==> src/rtl/assert_macros.svh <==
// Assertion macros used by the interpolator controller.
`ifndef ASSERT_MACROS_SVH
`define ASSERT_MACROS_SVH

// Same-cycle implication, clocked on i_clk, off while i_rst_n is low.
`define AST_IMP(lbl, ante, cons) \
    lbl: assert property (@(posedge i_clk) disable iff (!i_rst_n) (ante) |-> (cons)) \
        else $error("same-cycle implication failed");

// Next-cycle implication, clocked on i_clk, off while i_rst_n is low.
`define AST_NXT(lbl, ante, cons) \
    lbl: assert property (@(posedge i_clk) disable iff (!i_rst_n) (ante) |=> (cons)) \
        else $error("next-cycle implication failed");

`endif

==> src/rtl/pwli_pkg.sv <==
// Types, constants and command codes of the piecewise linear interpolator.
`timescale 1ns / 1ps
package pwli_pkg;

    localparam int DATA_W    = 32;
    localparam int MAX_KNOTS = 64;
    localparam int IDX_W     = 6;
    localparam int CNT_W     = 7;
    localparam int DIV_W     = 65;
    localparam int DVSR_W    = 33;
    localparam int CFG_IDX_W = 1;
    localparam int CFG_W     = 7;

    localparam logic [CNT_W-1:0] KNOT_MIN = 7'd2;
    localparam logic [CNT_W-1:0] KNOT_MAX = 7'd64;

    localparam logic [CFG_IDX_W-1:0] CFG_KNOT_COUNT = 1'b0;
    localparam logic [CFG_IDX_W-1:0] CFG_UNIFORM    = 1'b1;

    localparam logic ACT_LOAD = 1'b0;
    localparam logic ACT_EVAL = 1'b1;

    typedef struct packed {
        logic                     action;
        logic [IDX_W-1:0]         entry_index;
        logic signed [DATA_W-1:0] knot_position;
        logic signed [DATA_W-1:0] knot_sample;
        logic signed [DATA_W-1:0] query_point;
    } t_in;

    typedef struct packed {
        logic signed [DATA_W-1:0] interpolated;
        logic signed [DATA_W-1:0] slope;
        logic [IDX_W-1:0]         segment;
        logic                     zero_width;
    } t_out;

    typedef enum logic [4:0] {
        OP_NONE,
        OP_LOAD,
        OP_START,
        OP_RK0,
        OP_RKN2,
        OP_RKN1,
        OP_IDX_ZERO,
        OP_IDX_LAST,
        OP_UDIV_START,
        OP_UDIV_END,
        OP_BS_INIT,
        OP_BS_ADDR,
        OP_BS_CMP,
        OP_IDX_LO,
        OP_RD_I,
        OP_RD_J,
        OP_DIFF,
        OP_ABS,
        OP_MUL,
        OP_MUL2,
        OP_ZW_RES,
        OP_SDIV_START,
        OP_SDIV_END,
        OP_VDIV_START,
        OP_VDIV_END,
        OP_OUT
    } t_op;

    typedef struct packed {
        t_op op;
    } t_cmd;

    typedef struct packed {
        logic below;
        logic above;
        logic uniform;
        logic span_pos;
        logic bs_done;
        logic zw;
        logic div_done;
    } t_sts;

endpackage

==> src/rtl/pwli_ctrl.sv <==
// Controller: sequences loads and evaluations and owns both handshakes.
`timescale 1ns / 1ps
`include "assert_macros.svh"
module pwli_ctrl (
    input  logic            i_clk,
    input  logic            i_rst_n,
    input  logic            i_in_valid,
    input  logic            i_action,
    output logic            o_in_ready,
    output logic            o_out_valid,
    input  logic            i_out_ready,
    input  pwli_pkg::t_sts  i_sts,
    output pwli_pkg::t_cmd  o_cmd
);

    typedef enum logic [4:0] {
        S_IDLE, S_RK0, S_RKN2, S_RKN1, S_CLASS, S_UWAIT, S_BS, S_BSCMP,
        S_RDI, S_RDJ, S_DIFF, S_ABS, S_MUL, S_MUL2, S_CHK, S_SWAIT,
        S_VSTART, S_VWAIT, S_OUT
    } t_state;

    t_state r_state, n_state;
    logic   r_out_valid, n_out_valid;
    logic   w_out_free;

    assign w_out_free = !r_out_valid || i_out_ready;

    always_comb begin
        n_state     = r_state;
        n_out_valid = r_out_valid && !i_out_ready;
        o_cmd.op    = pwli_pkg::OP_NONE;
        case (r_state)
            S_IDLE: begin
                if (i_in_valid) begin
                    if (i_action == pwli_pkg::ACT_EVAL) begin
                        o_cmd.op = pwli_pkg::OP_START;
                        n_state  = S_RK0;
                    end else begin
                        o_cmd.op = pwli_pkg::OP_LOAD;
                    end
                end
            end
            S_RK0: begin
                o_cmd.op = pwli_pkg::OP_RK0;
                n_state  = S_RKN2;
            end
            S_RKN2: begin
                o_cmd.op = pwli_pkg::OP_RKN2;
                n_state  = S_RKN1;
            end
            S_RKN1: begin
                o_cmd.op = pwli_pkg::OP_RKN1;
                n_state  = S_CLASS;
            end
            S_CLASS: begin
                if (i_sts.below) begin
                    o_cmd.op = pwli_pkg::OP_IDX_ZERO;
                    n_state  = S_RDI;
                end else if (i_sts.above) begin
                    o_cmd.op = pwli_pkg::OP_IDX_LAST;
                    n_state  = S_RDI;
                end else if (i_sts.uniform) begin
                    if (i_sts.span_pos) begin
                        o_cmd.op = pwli_pkg::OP_UDIV_START;
                        n_state  = S_UWAIT;
                    end else begin
                        o_cmd.op = pwli_pkg::OP_IDX_ZERO;
                        n_state  = S_RDI;
                    end
                end else begin
                    o_cmd.op = pwli_pkg::OP_BS_INIT;
                    n_state  = S_BS;
                end
            end
            S_UWAIT: begin
                if (i_sts.div_done) begin
                    o_cmd.op = pwli_pkg::OP_UDIV_END;
                    n_state  = S_RDI;
                end
            end
            S_BS: begin
                if (i_sts.bs_done) begin
                    o_cmd.op = pwli_pkg::OP_IDX_LO;
                    n_state  = S_RDI;
                end else begin
                    o_cmd.op = pwli_pkg::OP_BS_ADDR;
                    n_state  = S_BSCMP;
                end
            end
            S_BSCMP: begin
                o_cmd.op = pwli_pkg::OP_BS_CMP;
                n_state  = S_BS;
            end
            S_RDI: begin
                o_cmd.op = pwli_pkg::OP_RD_I;
                n_state  = S_RDJ;
            end
            S_RDJ: begin
                o_cmd.op = pwli_pkg::OP_RD_J;
                n_state  = S_DIFF;
            end
            S_DIFF: begin
                o_cmd.op = pwli_pkg::OP_DIFF;
                n_state  = S_ABS;
            end
            S_ABS: begin
                o_cmd.op = pwli_pkg::OP_ABS;
                n_state  = S_MUL;
            end
            S_MUL: begin
                o_cmd.op = pwli_pkg::OP_MUL;
                n_state  = S_MUL2;
            end
            S_MUL2: begin
                o_cmd.op = pwli_pkg::OP_MUL2;
                n_state  = S_CHK;
            end
            S_CHK: begin
                if (i_sts.zw) begin
                    o_cmd.op = pwli_pkg::OP_ZW_RES;
                    n_state  = S_OUT;
                end else begin
                    o_cmd.op = pwli_pkg::OP_SDIV_START;
                    n_state  = S_SWAIT;
                end
            end
            S_SWAIT: begin
                if (i_sts.div_done) begin
                    o_cmd.op = pwli_pkg::OP_SDIV_END;
                    n_state  = S_VSTART;
                end
            end
            S_VSTART: begin
                o_cmd.op = pwli_pkg::OP_VDIV_START;
                n_state  = S_VWAIT;
            end
            S_VWAIT: begin
                if (i_sts.div_done) begin
                    o_cmd.op = pwli_pkg::OP_VDIV_END;
                    n_state  = S_OUT;
                end
            end
            S_OUT: begin
                if (w_out_free) begin
                    o_cmd.op    = pwli_pkg::OP_OUT;
                    n_out_valid = 1'b1;
                    n_state     = S_IDLE;
                end
            end
            default: n_state = S_IDLE;
        endcase
    end

    always_ff @(posedge i_clk) begin
        if (!i_rst_n) begin
            r_state     <= S_IDLE;
            r_out_valid <= 1'b0;
        end else begin
            r_state     <= n_state;
            r_out_valid <= n_out_valid;
        end
    end

    assign o_in_ready  = (r_state == S_IDLE);
    assign o_out_valid = r_out_valid;

    `AST_NXT(a_eval_starts, (r_state == S_IDLE) && i_in_valid && (i_action == pwli_pkg::ACT_EVAL), r_state == S_RK0)
    `AST_IMP(a_done_in_wait, i_sts.div_done, (r_state == S_UWAIT) || (r_state == S_SWAIT) || (r_state == S_VWAIT))
    `AST_NXT(a_out_loaded, (r_state == S_OUT) && !r_out_valid, r_out_valid && (r_state == S_IDLE))

endmodule

==> config.mk <==
export PLATFORM = sky130hd
export DESIGN_NAME = pwli_ctrl
export DESIGN_NICKNAME = d
export VERILOG_FILES = /design/src/rtl/pwli_pkg.sv /design/src/rtl/pwli_ctrl.sv
export VERILOG_INCLUDE_DIRS = /design/src /design/src/rtl
export SDC_FILE = /design/constraint.sdc
export NUM_CORES = 1
export LEC_CHECK = 0
export ABC_CLOCK_PERIOD_IN_PS = 2410
export BUFFER_PORTS_ARGS = -buffer_cell sky130_fd_sc_hd__buf_2
export CAP_MARGIN = 30
export CORE_UTILIZATION = 58
export CTS_CLUSTER_DIAMETER = 40
export DETAILED_ROUTE_END_ITERATION = 6
export GPL_ROUTABILITY_DRIVEN = 0
export PLACE_DENSITY = 0.84
export SLEW_MARGIN = 30
export SYNTH_ARGS = -nofsm -noshare
export SYNTH_HDL_FRONTEND = slang
export SYNTH_SLANG_ARGS = --single-unit
==> constraint.sdc <==
create_clock -name i_clk -period 2.41 [get_ports i_clk]
set_input_delay 0.3615 -clock i_clk [delete_from_list [all_inputs] [get_ports i_clk]]
set_output_delay 0.3615 -clock i_clk [all_outputs]
set_load 0.01 [all_outputs]
After elaboration in Yosys (flattened, before gate mapping)
Cells that the tools add are included.
{"block": "word_totals", "ff_bits": 6, "in_bits": 12, "output_inout_bits": 7, "wordCells": 60}
{"block": "op_classes", "eq_ne": 24, "n_mux": 28, "n_reduce_logical": 6}
{"cell": "$pmux 5 s19", "n": 2}
{"cell": "$mux 5", "n": 16}
{"cell": "$eq 5x4->1 const B", "n": 8}
{"cell": "$eq 5x3->1 const B", "n": 4}
{"cell": "$mux 4", "n": 4}
{"cell": "$eq 5x5->1 const B", "n": 3}
{"cell": "$ne 2x2->1 const B", "n": 6}
{"cell": "$eq 5x2->1 const B", "n": 2}
{"cell": "$reduce_and 6->1", "n": 1}
{"cell": "$eq 5x1->1 const B", "n": 1}
{"cell": "$logic_not 5->1", "n": 1}
{"cell": "$mux 2", "n": 2}
{"cell": "$mux 1", "n": 3}
{"cell": "$mux 3", "n": 1}
{"cell": "$logic_not 1->1", "n": 2}
{"cell": "$logic_and 1x1->1", "n": 1}
{"cell": "$logic_or 1x1->1", "n": 1}

Logic depth before layout (Yosys ltp)
Gate-level depths: netlist of the first run.
{"block": "depth", "depth_word": 5, "mapped_depth": 7, "ltp_nobuf": 4}

Worst setup path after synthesis of the first run
Ideal clock, no wire load.
{"block": "synth_timing", "kind": "register to output", "from": "reg r_state[1]", "to": "out o_cmd[4] in the netlist's numbering", "arrival_time_ns": 1.402, "required_time_ns": 2.049, "setup_slack_ns": 0.647, "path_stages_with_launch": 7, "n_path_buf": 3, "cell_sequence": "dfxtp_1 clkbuf_1 buf_2 buf_2 xor2_1 a21boi_0 o21ai_1"}
{"item": "start: declaration", "line_no": "pwli_ctrl.sv:22", "text": "t_state r_state, n_state;"}
{"item": "start signal: assignment", "line_no": "pwli_ctrl.sv:159", "text": "r_state <= n_state;"}
{"item": "end: declaration", "line_no": "pwli_ctrl.sv:13", "text": "output pwli_pkg::t_cmd o_cmd"}

==> results of run 1 <==
## report_power, final
| group | total [mW] | internal (mW) | switching, mW |
|---|---|---|---|
| Sequential | 0.134 | 0.110 | 0.0245 |
| Combinational | 0.311 | 0.136 | 0.175 |
| Clock | 0.0951 | 0.0565 | 0.0386 |
## state kept, by name, summed over array words and instances, names as in the netlist
register / flops
o_out_valid: 1
r_state: 5
## routing by layer
metal / global-route usage / vias to the layer above / share of wire
met2: 0.5820 / 76 / 0.46
met1: 0.4696 / 515 / 0.41
met3: 0.1630 / 8 / 0.097
li1: - / 532 / -
met4: 0.1613 / 0 / 0.025
met5: 0 / - / 0
## final cells by class
type                    count  area, µm²  share of cell area
clock buffers               3      22.52             0.02209
inverters                   4      15.01             0.01472
multi-input cells         107      706.9              0.6933
flip-flops and latches      6      121.4              0.1190
well taps                  15      18.77             0.01840
repair buffers             24      135.1              0.1325
## cells in the mapped netlist (3+ instances only)
cell	instances	area share
o31ai_1	3	0.025
nor3_1	4	0.022
nand2_1	6	0.025
nor2_1	8	0.034
buf_2	6	0.034
o21bai_1	3	0.025
a21oi_1	8	0.045
o21ai_0	4	0.022
nor2b_1	9	0.063
nand4_1	4	0.028
dfxtp_1	6	0.13
a31oi_1	3	0.021
nand2b_1	5	0.035
inv_1	4	0.017
clkbuf_1	4	0.017
a21boi_0	3	0.025
nand3_1	3	0.017
## timing repair
item / in CTS / in global routing
endpoints found under the hold margin: 0 / 0
resized for setup: 0 / 1
endpoints found under the setup margin: 0 / 1
## cells by family after synthesis
group                     Yosys count
and+or+nand+nor                    58
AOI/OAI and AO/OA                  47
buffers and inverters              15
DFF                                 6
xor gates and xnor gates            2
## final timing paths
check / from / endpoint / slack (ns) / cells past startpoint
max reg2reg: r_state[1]$_SDFFE_PN0P_ / r_state[0]$_SDFFE_PN0P_ / 0.52 / 5
min reg2reg: r_state[2]$_SDFFE_PN0P_ / r_state[2]$_SDFFE_PN0P_ / 0.68 / 2
min: i_rst_n / o_out_valid$_SDFF_PN0_ / 0.39 / 2
max: r_state[4]$_SDFFE_PN0P_ / o_cmd[1] / 0.26 / 6
## metrics by stage
step | utilization | worst slack [ns] | instance area (µm²) | cells
finish | 0.7463 | 0.2632 | 1020 | 159
detailed placement | 0.7289 | 0.3652 | 996.0 | 156
floorplan | - | 0.6468 | 890.9 | 128
CTS | 0.7454 | 0.1000 | 1018 | 159
global route | 0.7463 | 0.1373 | 1020 | 159
global placement | 0.7289 | 0.4501 | 996.0 | 156
## worst reg2reg max path: stages, from the launching register on
cell	delay, ns
dfxtp_1	0.53
buf_4	0.25
or3b_1	0.37
a311oi_1	0.29
a41oi_1	0.10
a221oi_1	0.26
==> impl_metrics.ini, run 1 <==
[run_status]
status = finished, final reports clean

[critical_path]
crit_path_top_delay_cell = dfxtp_1
critical_path_class = reg2out
cp_data_required_time_ns = 2.05
arrival_ns = 1.79
cp_top_family = flip-flops
endpoint_kind = output pin
crit_buf_inv = 2
slowest_delay_ns = 0.48
cp_cell_sequence = buf_4 -> or2b_1 -> nor2_1 -> a211o_1 -> a311o_1 -> buf_2
cp-start-kind = register
crit_path_max_fanout = 9

[clocking]
root_buffer = clkbuf_4
clock_sinks = 6
clock_latency_ns = 0.25
cts_buffers = 3
clock_path_buffers = 2
clk_pin_slew_ns = 0.05
cts-hold-fix-buffers = 0
tritoncts = yes
cts_setup_buffers = 0
cts_max_level = 1

[floorplan]
die_h_um = 41.19
coreArea_um2 = 1366
io_pins = 19
start_util = 0.6520
row_count = 13
dieArea_um2 = 1697
die_x_um = 41.19

[logic_synthesis]
async_reset_ff_frac = 0
synth_xor_xnor_area_share = 0.01966
synthFlopType = dfxtp_1
synth_nets = 140
synth_mux_area_frac = 0
netlist_instances = 128
yosysWarnings = 0
synth.ff_latch_count = 6
synth_fa_ha_area_frac = 0
ys_seq_area_frac = 0.1348
synth_simple_gate_area_frac = 0.3975
synthesis.area_um2 = 890.9
synth_top_family_by_area = simple AND/OR/NAND/NOR gates
avgSynthCellArea_um2 = 6.960
synth_edf_count = 0
synth_cell_types = 49
synth_compound_area_frac = 0.3764

[route]
wl_per_cell_um = 16.66
vias = 1131
drt_first_pass_iters = 4
drt_iter0_drc = 65
ant_nets = 0
drt_wl_total_um = 2649
remaining_drc_errors = 0
vias_per_cell = 7.113

[power_and_ir_drop]
p_leak_nw = 0.4188
power_mw = 0.5403
power_density_nw_per_um2 = 529.9
ir_drop_mv = 0.5386

[finish]
layout_commonest_cell = buf_2
drive_gt1_frac = 0.2014
antennaDiodeCount = 0
most-common-layout-cells = buf_2, nor2b_1, a21oi_1, nor2_1
nFillCells = 108
areaGrowthSynthToFinish_pct = 14.47
layout.nets = 158

[global_route]
overflow = 0
grt_pass1_wl_um = 4340
grt_pass1_vias = 956
grt_util_all_layers = 0.3840
grt_max_degree = 23
antenna_found_initial = 0

[run]
drv_cap = 0

[place]
io_buffers = 18
hpwl_um = 1947

[worst_hold_path]
holdCritPathClass = in2reg

[sta]
hold_viol = 0
fmax_mhz = 465.8
finalCritPeriodShare = 0.8908
hold_ws_ns = 0.3876
relSlewSlack = 0.7180
fin_skew_ns = 0.003584
rsz0062_at_grt = false
totalNegativeSetupSlack_ns = 0
min_period_ns = 2.147
slew_violations = 0
setup_viol = 0
tightest_slew_ns = 0.4192
(Power assumes the default switching activity.)
==> run 2: changes to the inputs <==
==> constraint.sdc (replaced) <==
create_clock -name i_clk -period 2.41 [get_ports i_clk]
set_input_delay 0.6025 -clock i_clk [delete_from_list [all_inputs] [get_ports i_clk]]
set_output_delay 0.6025 -clock i_clk [all_outputs]
set_load 0.01 [all_outputs]
==> run 2 against run 1 <==
Net effect:
- final area up 1.7%
- critical endpoint unchanged
- largest power group unchanged
- core utilization up 1.3 points
- flip-flop and latch count unchanged
- combinational power up 4%
- highest routed layer unchanged
- via count up 4.5%
- sequential power down 3%
- critical path depth unchanged
- die area unchanged
==> impl_metrics.ini, run 2 (synthesis gave the netlist of run 1 again) <==
[sta]
rsz0062_at_grt = false
fmax_mhz = 429.4
hold_viol = 0
relSlewSlack = 0.6907
slew_violations = 0
tightest_slew_ns = 0.4575
fin_skew_ns = 0.005752
hold_ws_ns = 0.6509
totalNegativeSetupSlack_ns = 0
min_period_ns = 2.329
finalCritPeriodShare = 0.9663
setup_viol = 0

[route]
drt_wl_total_um = 2710
wl_per_cell_um = 16.83
drt_first_pass_iters = 4
ant_nets = 0
vias_per_cell = 7.342
drt_iter0_drc = 55
remaining_drc_errors = 0
vias = 1182

[clocking]
cts_buffers = 3
root_buffer = clkbuf_4
clock_sinks = 6
cts_max_level = 1
clock_path_buffers = 2
clock_latency_ns = 0.24
cts_setup_buffers = 0
clk_pin_slew_ns = 0.04
cts_resized = 0
cts-hold-fix-buffers = 0
tritoncts = yes

[critical_path]
reg2reg_slack_ns = 0.55
r2r_end = r_state[1]$_SDFFE_PN0P_
reg2reg_depth = 5
endpoint_kind = output pin
crit_path_end = o_cmd[1]
cp_data_required_time_ns = 1.81
crit_path_top_delay_cell = a211o_1
path_common_cell = buf_2
cp_cell_sequence = buf_2 -> nor2_1 -> nand3_1 -> a211o_1 -> a311o_1 -> buf_2
critical_path_class = in2out
crit_buf_inv = 2
arrival_ns = 1.73
cp-start-kind = input pin
cp-startpoint = i_sts[6]
reg2reg_from = r_state[4]$_SDFFE_PN0P_
cp_num_cells = 6
slowest_delay_ns = 0.30
cp_top_family = compound AO/OA/AOI/OAI gates
crit_path_max_fanout = 5

[power_and_ir_drop]
internal_power_mw = 0.3043
ir_drop_mv = 0.5428
combPwrFrac = 0.594
p_leak_nw = 0.4307
p_sw_mw = 0.2385
seqPwrFrac = 0.239
pwr-share-clk = 0.168
power_density_nw_per_um2 = 523.4
switching_share = 0.4394

[run]
drv_cap = 0

[finish]
drive_gt1_frac = 0.2260
nFillCells = 107
antennaDiodeCount = 0
most-common-layout-cells = buf_2, nor2b_1, a21oi_1, nor2_1, buf_4
layout.nets = 160
areaGrowthSynthToFinish_pct = 16.43
layout_commonest_cell = buf_2
largest-register = r_state
largest_reg_flops = 5

[global_route]
overflow = 0
grt_pass1_wl_um = 3981
grt_util_all_layers = 0.3530
grt_pass1_vias = 901
grt_max_degree = 25
antenna_found_initial = 0

[floorplan]
coreArea_um2 = 1366
row_count = 13
die_h_um = 41.19
dieArea_um2 = 1697
io_pins = 19
die_x_um = 41.19
start_util = 0.6520

[worst_hold_path]
whs_path_depth = 2
holdCritPathClass = in2reg

[run_status]
status = finished, final reports clean

[place]
hpwl_um = 1994
io_buffers = 18
==> run 2: cell types whose count changed in the layout (fill, tap and decap cells not counted), sizes merged <==
cell	delta
buf	+2
==> run 2: stage by stage <==
stage	instance area [µm²]	utilization	setup WS, ns	cells	power [mW]
floorplan	890.9	-	0.3896	128	0.3458
global placement	1011	0.7399	0.1354	158	0.4332
detailed placement	1011	0.7399	0.1035	158	0.4425
CTS	1033	0.7564	0.02738	161	0.5335
global route	1037	0.7592	0.03104	161	0.5772
finish	1037	0.7592	0.08120	161	0.5429
==> run 2: how the worst min path moves through the flow <==
stage / end / from / slack [ns]
2_1_floorplan: r_state[3]$_SDFFE_PN0P_ / r_state[0]$_SDFFE_PN0P_ / 0.66
3_3_place_gp: o_out_valid$_SDFF_PN0_ / o_out_valid$_SDFF_PN0_ / 0.69
3_5_place_dp: o_out_valid$_SDFF_PN0_ / o_out_valid$_SDFF_PN0_ / 0.71
4_1_cts: o_out_valid$_SDFF_PN0_ / i_rst_n / 0.65
5_1_grt: o_out_valid$_SDFF_PN0_ / i_rst_n / 0.64
6_report: o_out_valid$_SDFF_PN0_ / i_rst_n / 0.65
==> run 2: area by class of cell <==
class	instances	area [µm²]	share of cell area
inverters	4	15.01	0.01448
multi-input cells	107	706.9	0.6815
clock buffers	3	22.52	0.02171
flip-flops and latches	6	123.9	0.1194
well taps	15	18.77	0.01809
repair buffers	26	150.1	0.1448
==> run 2: per-layer routing <==
metal | track usage | share of wire | vias to the layer above
met5 | 0 | 0 | -
met4 | 0.05645 | 0.019 | 0
met3 | 0.06522 | 0.11 | 12
met2 | 0.5742 | 0.46 | 83
met1 | 0.4871 | 0.41 | 547
li1 | - | - | 540
==> run 2: power by group through the flow <==
stage	Combinational [mW]	Clock [mW]	Sequential [mW]
3_3_place_gp	0.305	0	0.129
5_1_grt	0.349	0.0974	0.131
2_1_floorplan	0.226	0	0.120
3_5_place_dp	0.312	0	0.130
4_1_cts	0.314	0.0925	0.127
6_report	0.322	0.0910	0.130
